**src/hw/rtl/event_loop_recorder_defines.svh**
```systemverilog
// Assertion macros for the event loop recorder RTL.
// Included by elr_back, the module that carries concurrent assertions; no other dependencies.
`ifndef EVENT_LOOP_RECORDER_DEFINES_SVH
`define EVENT_LOOP_RECORDER_DEFINES_SVH

`ifndef ASSERT_OFF
// Checked property, disabled while reset is asserted.
`define ELR_ASSERT(label, clk, rst_n, prop, msg) \
  label: assert property (@(posedge clk) disable iff (!rst_n) prop) else $error(msg);
// Checked property that also holds during reset.
`define ELR_ASSERT_ALWAYS(label, clk, prop, msg) \
  label: assert property (@(posedge clk) prop) else $error(msg);
`else
`define ELR_ASSERT(label, clk, rst_n, prop, msg)
`define ELR_ASSERT_ALWAYS(label, clk, prop, msg)
`endif

`endif

```
**src/hw/rtl/elr_pkg.sv**
```systemverilog
// Shared types, codes and helpers for the event loop recorder.
// No dependencies; used by every module of the block.
`default_nettype none

package elr_pkg;

  localparam int unsigned EventDepth = 64;
  localparam int unsigned QueueDepth = 2;

  typedef enum logic [1:0] {
    CMD_RECORD     = 2'd0,
    CMD_TICK       = 2'd1,
    CMD_CLEAR_LANE = 2'd2,
    CMD_CLEAR_ALL  = 2'd3
  } command_e;

  typedef enum logic [1:0] {
    ST_DONE      = 2'd0,
    ST_NOT_ARMED = 2'd1,
    ST_FULL      = 2'd2
  } status_e;

  // Operation handed from the front end to the execution engine.
  typedef enum logic [2:0] {
    OP_RECORD     = 3'd0,
    OP_REJECT     = 3'd1,
    OP_TICK       = 3'd2,
    OP_CLEAR_LANE = 3'd3,
    OP_CLEAR_ALL  = 3'd4
  } op_e;

  typedef struct packed {
    logic [1:0]  command;
    logic [14:0] position;
    logic [1:0]  kind;
    logic [3:0]  slot;
    logic [14:0] pitch;
    logic [2:0]  volume;
    logic [11:0] duration;
    logic [2:0]  aux;
    logic [2:0]  lane;
  } in_t;

  typedef struct packed {
    logic        is_event;
    logic [1:0]  out_kind;
    logic [3:0]  out_slot;
    logic [14:0] out_pitch;
    logic [2:0]  out_volume;
    logic [11:0] out_duration;
    logic [2:0]  out_aux;
    logic [2:0]  out_lane;
    logic [1:0]  status;
    logic [6:0]  stored_count;
    logic        last;
  } out_t;

  // One stored event, 57 bits.
  typedef struct packed {
    logic [14:0] pos;
    logic [1:0]  kind;
    logic [3:0]  slot;
    logic [14:0] pitch;
    logic [2:0]  volume;
    logic [11:0] duration;
    logic [2:0]  aux;
    logic [2:0]  lane;
  } event_t;

  typedef struct packed {
    op_e    op;
    event_t evt;
  } cmd_t;

  function automatic out_t mk_result(input logic is_ev, input event_t e,
                                     input status_e st, input logic [6:0] cnt,
                                     input logic lst);
    out_t r;
    r              = '0;
    r.is_event     = is_ev;
    if (is_ev) begin
      r.out_kind     = e.kind;
      r.out_slot     = e.slot;
      r.out_pitch    = e.pitch;
      r.out_volume   = e.volume;
      r.out_duration = e.duration;
      r.out_aux      = e.aux;
      r.out_lane     = e.lane;
    end
    r.status       = st;
    r.stored_count = cnt;
    r.last         = lst;
    return r;
  endfunction

endpackage

`default_nettype wire

```
**src/hw/rtl/elr_fifo.sv**
```systemverilog
// Short command queue between the front end and the execution engine.
// Depends on elr_pkg for the command type and queue depth.
`default_nettype none

module elr_fifo (
  input  wire logic          clk_i,
  input  wire logic          rst_ni,
  input  wire logic          push_i,
  input  wire elr_pkg::cmd_t push_data_i,
  output logic               full_o,
  input  wire logic          pop_i,
  output elr_pkg::cmd_t      head_o,
  output logic               empty_o
);

  localparam int unsigned Depth = elr_pkg::QueueDepth;
  localparam int unsigned PW    = (Depth > 1) ? $clog2(Depth) : 1;
  localparam int unsigned NW    = $clog2(Depth + 1);

  elr_pkg::cmd_t buf_q [Depth];
  logic [PW-1:0] wr_q, wr_d, rd_q, rd_d;
  logic [NW-1:0] cnt_q, cnt_d;

  assign full_o  = (cnt_q == NW'(Depth));
  assign empty_o = (cnt_q == '0);
  assign head_o  = buf_q[rd_q];

  function automatic logic [PW-1:0] wrap_inc(input logic [PW-1:0] p);
    logic [PW-1:0] n;
    n = (p == PW'(Depth - 1)) ? '0 : p + PW'(1);
    return n;
  endfunction

  always_comb begin
    wr_d  = wr_q;
    rd_d  = rd_q;
    cnt_d = cnt_q;
    if (push_i) begin
      wr_d = wrap_inc(wr_q);
    end
    if (pop_i) begin
      rd_d = wrap_inc(rd_q);
    end
    case ({push_i, pop_i})
      2'b10:   cnt_d = cnt_q + NW'(1);
      2'b01:   cnt_d = cnt_q - NW'(1);
      default: cnt_d = cnt_q;
    endcase
  end

  always_ff @(posedge clk_i or negedge rst_ni) begin
    if (!rst_ni) begin
      wr_q  <= '0;
      rd_q  <= '0;
      cnt_q <= '0;
    end else begin
      wr_q  <= wr_d;
      rd_q  <= rd_d;
      cnt_q <= cnt_d;
    end
  end

  always_ff @(posedge clk_i) begin
    if (push_i) begin
      buf_q[wr_q] <= push_data_i;
    end
  end

endmodule

`default_nettype wire

```
**src/hw/rtl/elr_front.sv**
```systemverilog
// Front end: takes input transactions, holds the arm register, decodes commands.
// Depends on elr_pkg; feeds elr_fifo.
`default_nettype none

module elr_front (
  input  wire logic          clk_i,
  input  wire logic          rst_ni,
  input  wire logic          cfg_we_i,
  input  wire logic          cfg_wdata_i,
  input  wire logic          in_valid_i,
  output logic               in_stall_o,
  input  wire elr_pkg::in_t  in_data_i,
  input  wire logic          q_full_i,
  output logic               push_o,
  output elr_pkg::cmd_t      push_data_o
);

  logic armed_q;

  always_ff @(posedge clk_i or negedge rst_ni) begin
    if (!rst_ni) begin
      armed_q <= 1'b0;
    end else if (cfg_we_i) begin
      armed_q <= cfg_wdata_i;
    end
  end

  assign in_stall_o = q_full_i;
  assign push_o     = in_valid_i && !q_full_i;

  always_comb begin
    push_data_o.evt.pos      = in_data_i.position;
    push_data_o.evt.kind     = in_data_i.kind;
    push_data_o.evt.slot     = in_data_i.slot;
    push_data_o.evt.pitch    = in_data_i.pitch;
    push_data_o.evt.volume   = in_data_i.volume;
    push_data_o.evt.duration = in_data_i.duration;
    push_data_o.evt.aux      = in_data_i.aux;
    push_data_o.evt.lane     = in_data_i.lane;
    case (in_data_i.command)
      elr_pkg::CMD_RECORD: begin
        // arm check resolved here; the store-full check needs the count
        push_data_o.op = armed_q ? elr_pkg::OP_RECORD : elr_pkg::OP_REJECT;
      end
      elr_pkg::CMD_TICK:       push_data_o.op = elr_pkg::OP_TICK;
      elr_pkg::CMD_CLEAR_LANE: push_data_o.op = elr_pkg::OP_CLEAR_LANE;
      elr_pkg::CMD_CLEAR_ALL:  push_data_o.op = elr_pkg::OP_CLEAR_ALL;
      default:                 push_data_o.op = elr_pkg::OP_CLEAR_ALL;
    endcase
  end

endmodule

`default_nettype wire

```
**src/hw/rtl/elr_back.sv**
```systemverilog
// Execution engine: event store, replay scan, lane compaction, output register.
// Depends on elr_pkg and event_loop_recorder_defines.svh; pops from elr_fifo.
`default_nettype none
`include "event_loop_recorder_defines.svh"

module elr_back #(
  parameter int unsigned EVENT_DEPTH = elr_pkg::EventDepth
) (
  input  wire logic          clk_i,
  input  wire logic          rst_ni,
  input  wire logic          q_empty_i,
  input  wire elr_pkg::cmd_t q_head_i,
  output logic               pop_o,
  output logic               out_valid_o,
  input  wire logic          out_stall_i,
  output elr_pkg::out_t      out_data_o
);

  localparam int unsigned AW = (EVENT_DEPTH > 1) ? $clog2(EVENT_DEPTH) : 1;
  localparam int unsigned CW = $clog2(EVENT_DEPTH + 1);

  typedef enum logic [5:0] {
    S_IDLE = 6'b000001,
    S_TRD  = 6'b000010,
    S_TEV  = 6'b000100,
    S_CRD  = 6'b001000,
    S_CEV  = 6'b010000,
    S_EMIT = 6'b100000
  } state_e;

  state_e          state_q, state_d;
  logic [CW-1:0]   count_q, count_d;
  logic [CW-1:0]   idx_q, idx_d, idx_nxt;
  logic [CW-1:0]   wp_q, wp_d, wp_nxt;
  logic [14:0]     prev_q, prev_d;
  elr_pkg::cmd_t   cur_q, cur_d;
  elr_pkg::event_t pend_q, pend_d;
  logic            pend_v_q, pend_v_d;
  elr_pkg::out_t   res_q, res_d;
  logic            out_valid_q, out_valid_d;
  elr_pkg::out_t   out_q, out_d;

  elr_pkg::event_t mem_q [EVENT_DEPTH];
  elr_pkg::event_t rd_q;
  logic            wr_en;
  logic [AW-1:0]   wr_addr;
  elr_pkg::event_t wr_data;

  logic            out_free;
  logic            wrap, hit, keep;
  logic [6:0]      cnt7;

  assign out_free    = !out_valid_q || !out_stall_i;
  assign out_valid_o = out_valid_q;
  assign out_data_o  = out_q;
  assign cnt7        = 7'(count_q);
  assign idx_nxt     = idx_q + CW'(1);

  // window (prev, pos], wrapping past the loop end when pos moved backwards
  assign wrap = cur_q.evt.pos < prev_q;
  assign hit  = wrap ? (rd_q.pos > prev_q || rd_q.pos <= cur_q.evt.pos)
                     : (rd_q.pos > prev_q && rd_q.pos <= cur_q.evt.pos);
  assign keep   = rd_q.lane != cur_q.evt.lane;
  assign wp_nxt = wp_q + CW'(keep);

  always_comb begin
    state_d     = state_q;
    count_d     = count_q;
    idx_d       = idx_q;
    wp_d        = wp_q;
    prev_d      = prev_q;
    cur_d       = cur_q;
    pend_d      = pend_q;
    pend_v_d    = pend_v_q;
    res_d       = res_q;
    out_valid_d = out_valid_q && out_stall_i;
    out_d       = out_q;
    pop_o       = 1'b0;
    wr_en       = 1'b0;
    wr_addr     = wp_q[AW-1:0];
    wr_data     = rd_q;

    case (state_q)
      S_IDLE: begin
        if (!q_empty_i) begin
          pop_o    = 1'b1;
          cur_d    = q_head_i;
          idx_d    = '0;
          wp_d     = '0;
          pend_v_d = 1'b0;
          state_d  = S_EMIT;
          res_d    = elr_pkg::mk_result(1'b0, '0, elr_pkg::ST_DONE, cnt7, 1'b1);
          case (q_head_i.op)
            elr_pkg::OP_RECORD: begin
              if (count_q < CW'(EVENT_DEPTH)) begin
                wr_en   = 1'b1;
                wr_addr = count_q[AW-1:0];
                wr_data = q_head_i.evt;
                count_d = count_q + CW'(1);
                res_d   = elr_pkg::mk_result(1'b0, '0, elr_pkg::ST_DONE,
                                             7'(count_d), 1'b1);
              end else begin
                res_d = elr_pkg::mk_result(1'b0, '0, elr_pkg::ST_FULL, cnt7, 1'b1);
              end
            end
            elr_pkg::OP_REJECT: begin
              res_d = elr_pkg::mk_result(1'b0, '0, elr_pkg::ST_NOT_ARMED, cnt7, 1'b1);
            end
            elr_pkg::OP_TICK: begin
              if (count_q == '0) begin
                prev_d = q_head_i.evt.pos;
              end else begin
                state_d = S_TRD;
              end
            end
            elr_pkg::OP_CLEAR_LANE: begin
              if (count_q != '0) begin
                state_d = S_CRD;
              end
            end
            elr_pkg::OP_CLEAR_ALL: begin
              count_d = '0;
              res_d   = elr_pkg::mk_result(1'b0, '0, elr_pkg::ST_DONE, 7'd0, 1'b1);
            end
            default: begin
              state_d = S_EMIT;
            end
          endcase
        end
      end

      S_TRD: begin
        state_d = S_TEV;
      end

      S_TEV: begin
        // a hit is held back one step so the final one can carry last
        if (!(hit && pend_v_q && !out_free)) begin
          if (hit && pend_v_q) begin
            out_valid_d = 1'b1;
            out_d = elr_pkg::mk_result(1'b1, pend_q, elr_pkg::ST_DONE, cnt7, 1'b0);
          end
          if (hit) begin
            pend_d   = rd_q;
            pend_v_d = 1'b1;
          end
          if (idx_nxt == count_q) begin
            prev_d  = cur_q.evt.pos;
            state_d = S_EMIT;
            if (hit) begin
              res_d = elr_pkg::mk_result(1'b1, rd_q, elr_pkg::ST_DONE, cnt7, 1'b1);
            end else if (pend_v_q) begin
              res_d = elr_pkg::mk_result(1'b1, pend_q, elr_pkg::ST_DONE, cnt7, 1'b1);
            end else begin
              res_d = elr_pkg::mk_result(1'b0, '0, elr_pkg::ST_DONE, cnt7, 1'b1);
            end
          end else begin
            idx_d   = idx_nxt;
            state_d = S_TRD;
          end
        end
      end

      S_CRD: begin
        state_d = S_CEV;
      end

      S_CEV: begin
        if (keep) begin
          wr_en   = 1'b1;
          wr_addr = wp_q[AW-1:0];
          wr_data = rd_q;
        end
        if (idx_nxt == count_q) begin
          count_d = wp_nxt;
          res_d   = elr_pkg::mk_result(1'b0, '0, elr_pkg::ST_DONE, 7'(wp_nxt), 1'b1);
          state_d = S_EMIT;
        end else begin
          idx_d   = idx_nxt;
          wp_d    = wp_nxt;
          state_d = S_CRD;
        end
      end

      S_EMIT: begin
        if (out_free) begin
          out_valid_d = 1'b1;
          out_d       = res_q;
          state_d     = S_IDLE;
        end
      end

      default: begin
        state_d = S_IDLE;
      end
    endcase
  end

  always_ff @(posedge clk_i or negedge rst_ni) begin
    if (!rst_ni) begin
      state_q     <= S_IDLE;
      count_q     <= '0;
      idx_q       <= '0;
      wp_q        <= '0;
      prev_q      <= '0;
      pend_v_q    <= 1'b0;
      out_valid_q <= 1'b0;
    end else begin
      state_q     <= state_d;
      count_q     <= count_d;
      idx_q       <= idx_d;
      wp_q        <= wp_d;
      prev_q      <= prev_d;
      pend_v_q    <= pend_v_d;
      out_valid_q <= out_valid_d;
    end
  end

  always_ff @(posedge clk_i) begin
    cur_q  <= cur_d;
    pend_q <= pend_d;
    res_q  <= res_d;
    out_q  <= out_d;
  end

  // event store: one write port, one registered read port
  always_ff @(posedge clk_i) begin
    if (wr_en) begin
      mem_q[wr_addr] <= wr_data;
    end
    rd_q <= mem_q[idx_q[AW-1:0]];
  end

  `ELR_ASSERT(a_count_bound, clk_i, rst_ni, count_q <= CW'(EVENT_DEPTH), "event count overflow")
  `ELR_ASSERT(a_compact_order, clk_i, rst_ni, (state_q == S_CEV) |-> (wp_q <= idx_q), "compaction write passed read")
  `ELR_ASSERT(a_event_status, clk_i, rst_ni, (out_valid_q && out_q.is_event) |-> (out_q.status == elr_pkg::ST_DONE), "replayed event with nonzero status")
  `ELR_ASSERT_ALWAYS(a_single_last, clk_i, (out_valid_q && !out_q.is_event) |-> out_q.last, "non-event result without last")

endmodule

`default_nettype wire

```
**src/hw/rtl/event_loop_recorder.sv**
```systemverilog
// Loop event recorder: records timestamped events and replays them on ticks.
//
// Input channel: in_valid_i / in_stall_o / in_data_i, one command per transaction
// (record, tick, clear lane, clear all). Output channel: out_valid_o / out_stall_i /
// out_data_o. A transaction moves on an edge with valid high and stall low.
// Config: cfg_we_i writes cfg_wdata_i into the record-arm bit; write only while idle.
// Every command gives one result, except a tick with hits, which gives one per
// replayed event in stored order, last set on the final one.
// Commands pass through a two-entry queue into the execution engine, so input
// is taken while the engine works or a result waits on a stalled receiver.
// Record and clear-all finish in the idle state and go straight to emit. Tick and
// clear lane walk the store through its single registered read port, with a read step
// and an evaluate step per stored event.
// Reset empties the store (count to zero), clears the previous position and the
// arm bit; no clearing pass is needed. A stalled output holds its result and the
// scan pauses when a further hit finds the output register still occupied.
// Depends on elr_pkg, elr_front, elr_fifo, elr_back.
`default_nettype none

module event_loop_recorder #(
  parameter int unsigned EVENT_DEPTH = elr_pkg::EventDepth
) (
  input  wire logic          clk_i,
  input  wire logic          rst_ni,
  input  wire logic          cfg_we_i,
  input  wire logic          cfg_wdata_i,
  input  wire logic          in_valid_i,
  output logic               in_stall_o,
  input  wire elr_pkg::in_t  in_data_i,
  output logic               out_valid_o,
  input  wire logic          out_stall_i,
  output elr_pkg::out_t      out_data_o
);

  logic          push, q_full, pop, q_empty;
  elr_pkg::cmd_t push_data, q_head;

  elr_front u_front (
    .clk_i       (clk_i),
    .rst_ni      (rst_ni),
    .cfg_we_i    (cfg_we_i),
    .cfg_wdata_i (cfg_wdata_i),
    .in_valid_i  (in_valid_i),
    .in_stall_o  (in_stall_o),
    .in_data_i   (in_data_i),
    .q_full_i    (q_full),
    .push_o      (push),
    .push_data_o (push_data)
  );

  elr_fifo u_fifo (
    .clk_i       (clk_i),
    .rst_ni      (rst_ni),
    .push_i      (push),
    .push_data_i (push_data),
    .full_o      (q_full),
    .pop_i       (pop),
    .head_o      (q_head),
    .empty_o     (q_empty)
  );

  elr_back #(
    .EVENT_DEPTH (EVENT_DEPTH)
  ) u_back (
    .clk_i       (clk_i),
    .rst_ni      (rst_ni),
    .q_empty_i   (q_empty),
    .q_head_i    (q_head),
    .pop_o       (pop),
    .out_valid_o (out_valid_o),
    .out_stall_i (out_stall_i),
    .out_data_o  (out_data_o)
  );

endmodule

`default_nettype wire

```
**config.mk**
```make
export PLATFORM = sky130hd
export DESIGN_NAME = event_loop_recorder
export DESIGN_NICKNAME = d
export VERILOG_FILES = /design/src/hw/rtl/elr_pkg.sv /design/src/hw/rtl/elr_fifo.sv /design/src/hw/rtl/elr_front.sv /design/src/hw/rtl/elr_back.sv /design/src/hw/rtl/event_loop_recorder.sv
export VERILOG_INCLUDE_DIRS = /design/src /design/src/hw/rtl
export SDC_FILE = /design/constraint.sdc
export NUM_CORES = 2
export LEC_CHECK = 0
export BUFFER_PORTS_ARGS = -buffer_cell sky130_fd_sc_hd__clkbuf_2
export CORE_MARGIN = 4
export CORE_UTILIZATION = 25
export DETAILED_ROUTE_END_ITERATION = 10
export SKIP_LAST_GASP = 1
export SLEW_MARGIN = 20
export SYNTH_ARGS = -nofsm -noshare
export SYNTH_HDL_FRONTEND = slang
export SYNTH_SLANG_ARGS = --single-unit
```
**constraint.sdc**
```tcl
create_clock -name clk_i -period 15.17 [get_ports clk_i]
set_input_delay 0.7585 -clock clk_i [delete_from_list [all_inputs] [get_ports clk_i]]
set_output_delay 0.7585 -clock clk_i [all_outputs]
set_load 0.01 [all_outputs]
```
==> out/metrics.csv <==
stage,metric,value,unit
status,status,"complete, no violations",
synthesis,synth_xor_area_share,0.141,%
cells_and_area,areaGrowthSynthToFinish,17.1,%
clock_network,cts_resized,0,
global_routing,grt_pass1_vias,75500,
synthesis,yosys.area_share.simple,1.71,%
global_routing,antenna_found_initial,48,
global_routing,grt_pass1_wl,589000,um
cells_and_area,seq_area,120000,sq um
cells_and_area,multi_input_area,34000,sq um
synthesis,synth_mux_area_share,16.0,%
worst_setup_path,crit_required,15.70,ns
timing,fin_crit_sh,43.6,%
clock_network,cts.sinks,4039,
worst_setup_path,critPathTopFamily,simple AND/OR/NAND/NOR gates,
clock_network,cts_tree,done,
worst_setup_path,crit_type,reg2reg,
floorplanning,die_area,633000,sq um
clock_network,cts_buffers,411,
worst_setup_path,cp-start-kind,register,
routing,drt-vias-per-instance,4.73,
cells_and_area,n_fill_cell,59900,
synthesis,synth_top_family_by_area,multiplexers,
routing,drt_iter0_markers,10600,
cells_and_area,final_nets,7743,
clock_network,clock_latency,0.97,ns
timing,report.final.slew_viol_count,0,
clock_network,cts_hold_buf,58,
power_and_ir_drop,powerDensity,146,nW/um^2
worst_setup_path,cpPeakStageDelay,0.91,ns
power_and_ir_drop,power,26.6,mW
run,cap_violations,0,
cells_and_area,layout-drive-gt1-share,25.6,%
floorplanning,ios,120,
power_and_ir_drop,ir_drop,0.000114,V
floorplanning,core,619000,sq um
cells_and_area,fin_util,29.3,%
synthesis,synth_edf_count,3933,
place,dp_hpwl,241000,um
routing,wirelength,419000,um
worst_setup_path,setup.worst_path.end_class,register,
synthesis,syn_area_per_cell,21.6,sq um
timing,setup_tns,0,ns
place,gp_congestion,0.809,
routing,routedWlPerCell,25.7,um
clock_network,postCtsSetupRepairBufs,0,
place,dpl_cell_area,168000,sq um
worst_setup_path,arrival,7.14,ns
timing,holdWs,0.0837,ns
timing,layout_min_cycle_time,6.62,ns
timing,finalHoldViolations,0,
worst_setup_path,crit_chain,"buf_4, mux2i_1, o211a_1, nand3b_4, o31ai_2, nand3_1, nor2_4, buf_4",
floorplanning,fp.dieH,796,um
min_path,hp-class,in2reg,
routing,drtPass1Iterations,5,
synthesis,synth-seq-area-share,77.6,%
synthesis,synth_compound_area_share,2.84,%
global_routing,grt_max_degree,114,
timing,skew,0.0581,ns
synthesis,synthCells,7191,
timing,worst_pin_slew,1.15,ns
clock_network,clkTransAtPathRegs,0.06,ns
synthesis,synth_nets,7310,
synthesis,ys_warn_count,0,
synthesis,synth_fa_ha_area_share,0.448,%
synthesis,ys_types,77,
worst_setup_path,worst-path-max-fanout,38,
clock_network,htreeDepth,5,
synthesis,ys.flop_type,edfxtp_1,
worst_setup_path,r2r_slack,8.55,ns
worst_setup_path,worst-path-buf-inv,2,
synthesis,ys_seq_elements,4039,
global_routing,overflow,0,
floorplanning,start_util,25.1,%
cells_and_area,fin_area,182000,sq um
power_and_ir_drop,p_leak,54.7,nW
timing,fmax,151,MHz
global_routing,grt.total_usage,12.7,%
floorplanning,die_x,796,um
routing,drc,0,
worst_setup_path,cp_common_cell,buf_4,
timing,rsz0062_at_grt,no,
synthesis,synth.cell_area,155000,sq um
clock_network,ctsLongestPathBuffers,4,
synthesis,synthArstFlopShare,1.21,%
floorplanning,rows,289,
routing,ant_nets,0,
cells_and_area,layout_common_cells,"edfxtp_1 (3933), mux4_2 (913), clkbuf_16 (421)",
place,numPortBuffers,119,
routing,via_count,77000,
timing,setup_viol,0,
timing,slew-limit-headroom,23.3,%
clock_network,cts_root_buf,clkbuf_16,
worst_setup_path,slowest_stage,buf_4,
cells_and_area,layout_commonest_cell,edfxtp_1,
[power breakdown]
group	leakage, nW	internal (mW)	total [mW]	switching [mW]
sequential	36.5	13.2	13.4	0.207
clock	6.56	5.90	10.1	4.25
combinational	11.6	0.951	3.02	2.07
[layer usage]
| metal | GRT usage [%] | part of all wire [%] | vias to the layer above |
|---|---|---|---|
| met3 | 2.54 | 9.0 | 619 |
| met1 | 18.3 | 43 | 41700 |
| met4 | 2.79 | 2.3 | 14 |
| li1 | - | - | 31100 |
| met2 | 19.8 | 46 | 3648 |
| met5 | 0 | 0.022 | - |
[worst register-to-register path, stage by stage, from the launching register on]
cell      delay (ns)
dfrtp_4         0.83
buf_4           0.58
mux2i_1         0.61
o211a_1         0.46
nand3b_4        0.48
o31ai_2         0.62
nand3_1         0.67
nor2_4          0.89
buf_4           0.93
[cell families after synthesis]
| logic type | after synthesis |
|---|---|
| flip-flops | 4039 |
| multiplexers | 1337 |
| AND/OR/NAND/NOR | 631 |
| buffers and inverters | 451 |
| adder cells (fa/ha/maj) | 56 |
| AO/OA/AOI/OAI | 652 |
| XOR/XNOR | 25 |
[final timing paths]
check / cells after the start / endpoint / from
max: 8 / u_back.mem_q[3][20]$_DFFE_PP_ / u_fifo.rd_q$_DFFE_PN0P_
min: 1 / u_fifo.buf_q[1][10]$_DFFE_PP_ / in_data_i[10]
max reg2reg: 8 / u_back.mem_q[3][20]$_DFFE_PP_ / u_fifo.rd_q$_DFFE_PN0P_
min reg2reg: 0 / u_back.pend_q[38]$_DFFE_PP_ / u_back.rd_q[38]$_DFF_P_
max in group asynchronous: 3 / u_back.idx_q[0]$_DFFE_PN0P_ / rst_ni
min in group asynchronous: 3 / u_back.prev_q[5]$_DFFE_PN0P_ / rst_ni
[Yosys cell counts, types with 10 or more instances]
library cell	number	area (sq um)
a21oi_1	158	791
a22o_1	48	420
a31oi_1	57	357
buf_1	40	150
buf_2	130	651
clkbuf_1	209	785
dfrtp_1	48	1200
dfxtp_1	57	1140
edfxtp_1	3933	118000
ha_1	54	676
inv_1	58	218
mux2_2	13	146
mux2i_1	410	4100
mux4_2	913	20600
nand2_1	368	1380
nand2b_1	10	62.6
nand3_1	27	135
nor2_1	158	593
nor3_1	15	75.1
o21ai_0	104	521
o221ai_1	168	1470
o22ai_1	56	350
xnor2_1	18	158
[final cells by class]
cell class                      instances  share of cell area [%]
Antenna cell                           12                  0.0165
Clock buffer                          514                    6.05
Clock inverter                        247                    1.36
Inverter                               61                   0.136
Multi-Input combinational cell       2701                    18.7
Sequential cell                      4039                    66.3
Tap cell                             8293                    5.71
Timing Repair Buffer                  410                    1.70
[sequential cells by signal (all words and copies together) (netlist names)]
signal,count
u_front.armed_q,1
u_back.wp_q,7
u_back.res_q,52
u_back.pend_q,42
u_back.idx_q,7
u_fifo.buf_q,120
u_back.rd_q,57
u_back.out_data_o,53
u_back.out_valid_o,1
u_fifo.cnt_q,2
u_fifo.wr_q,1
u_back.pend_v_q,1
u_fifo.rd_q,1
u_back.cnt7,7
u_back.mem_q,3648
u_back.prev_q,15
u_back.state_q,6
u_back.cur_q,18
[per-stage QoR]
stage | std cells | setup slack [ns]
after floorplan | 7191 | 9.90
after global placement | 15400 | 8.61
after detailed placement | 15400 | 8.61
after CTS | 16300 | 8.52
after global routing | 16300 | 8.27
final | 16300 | 8.55
Power figures use the tool's default switching activity.
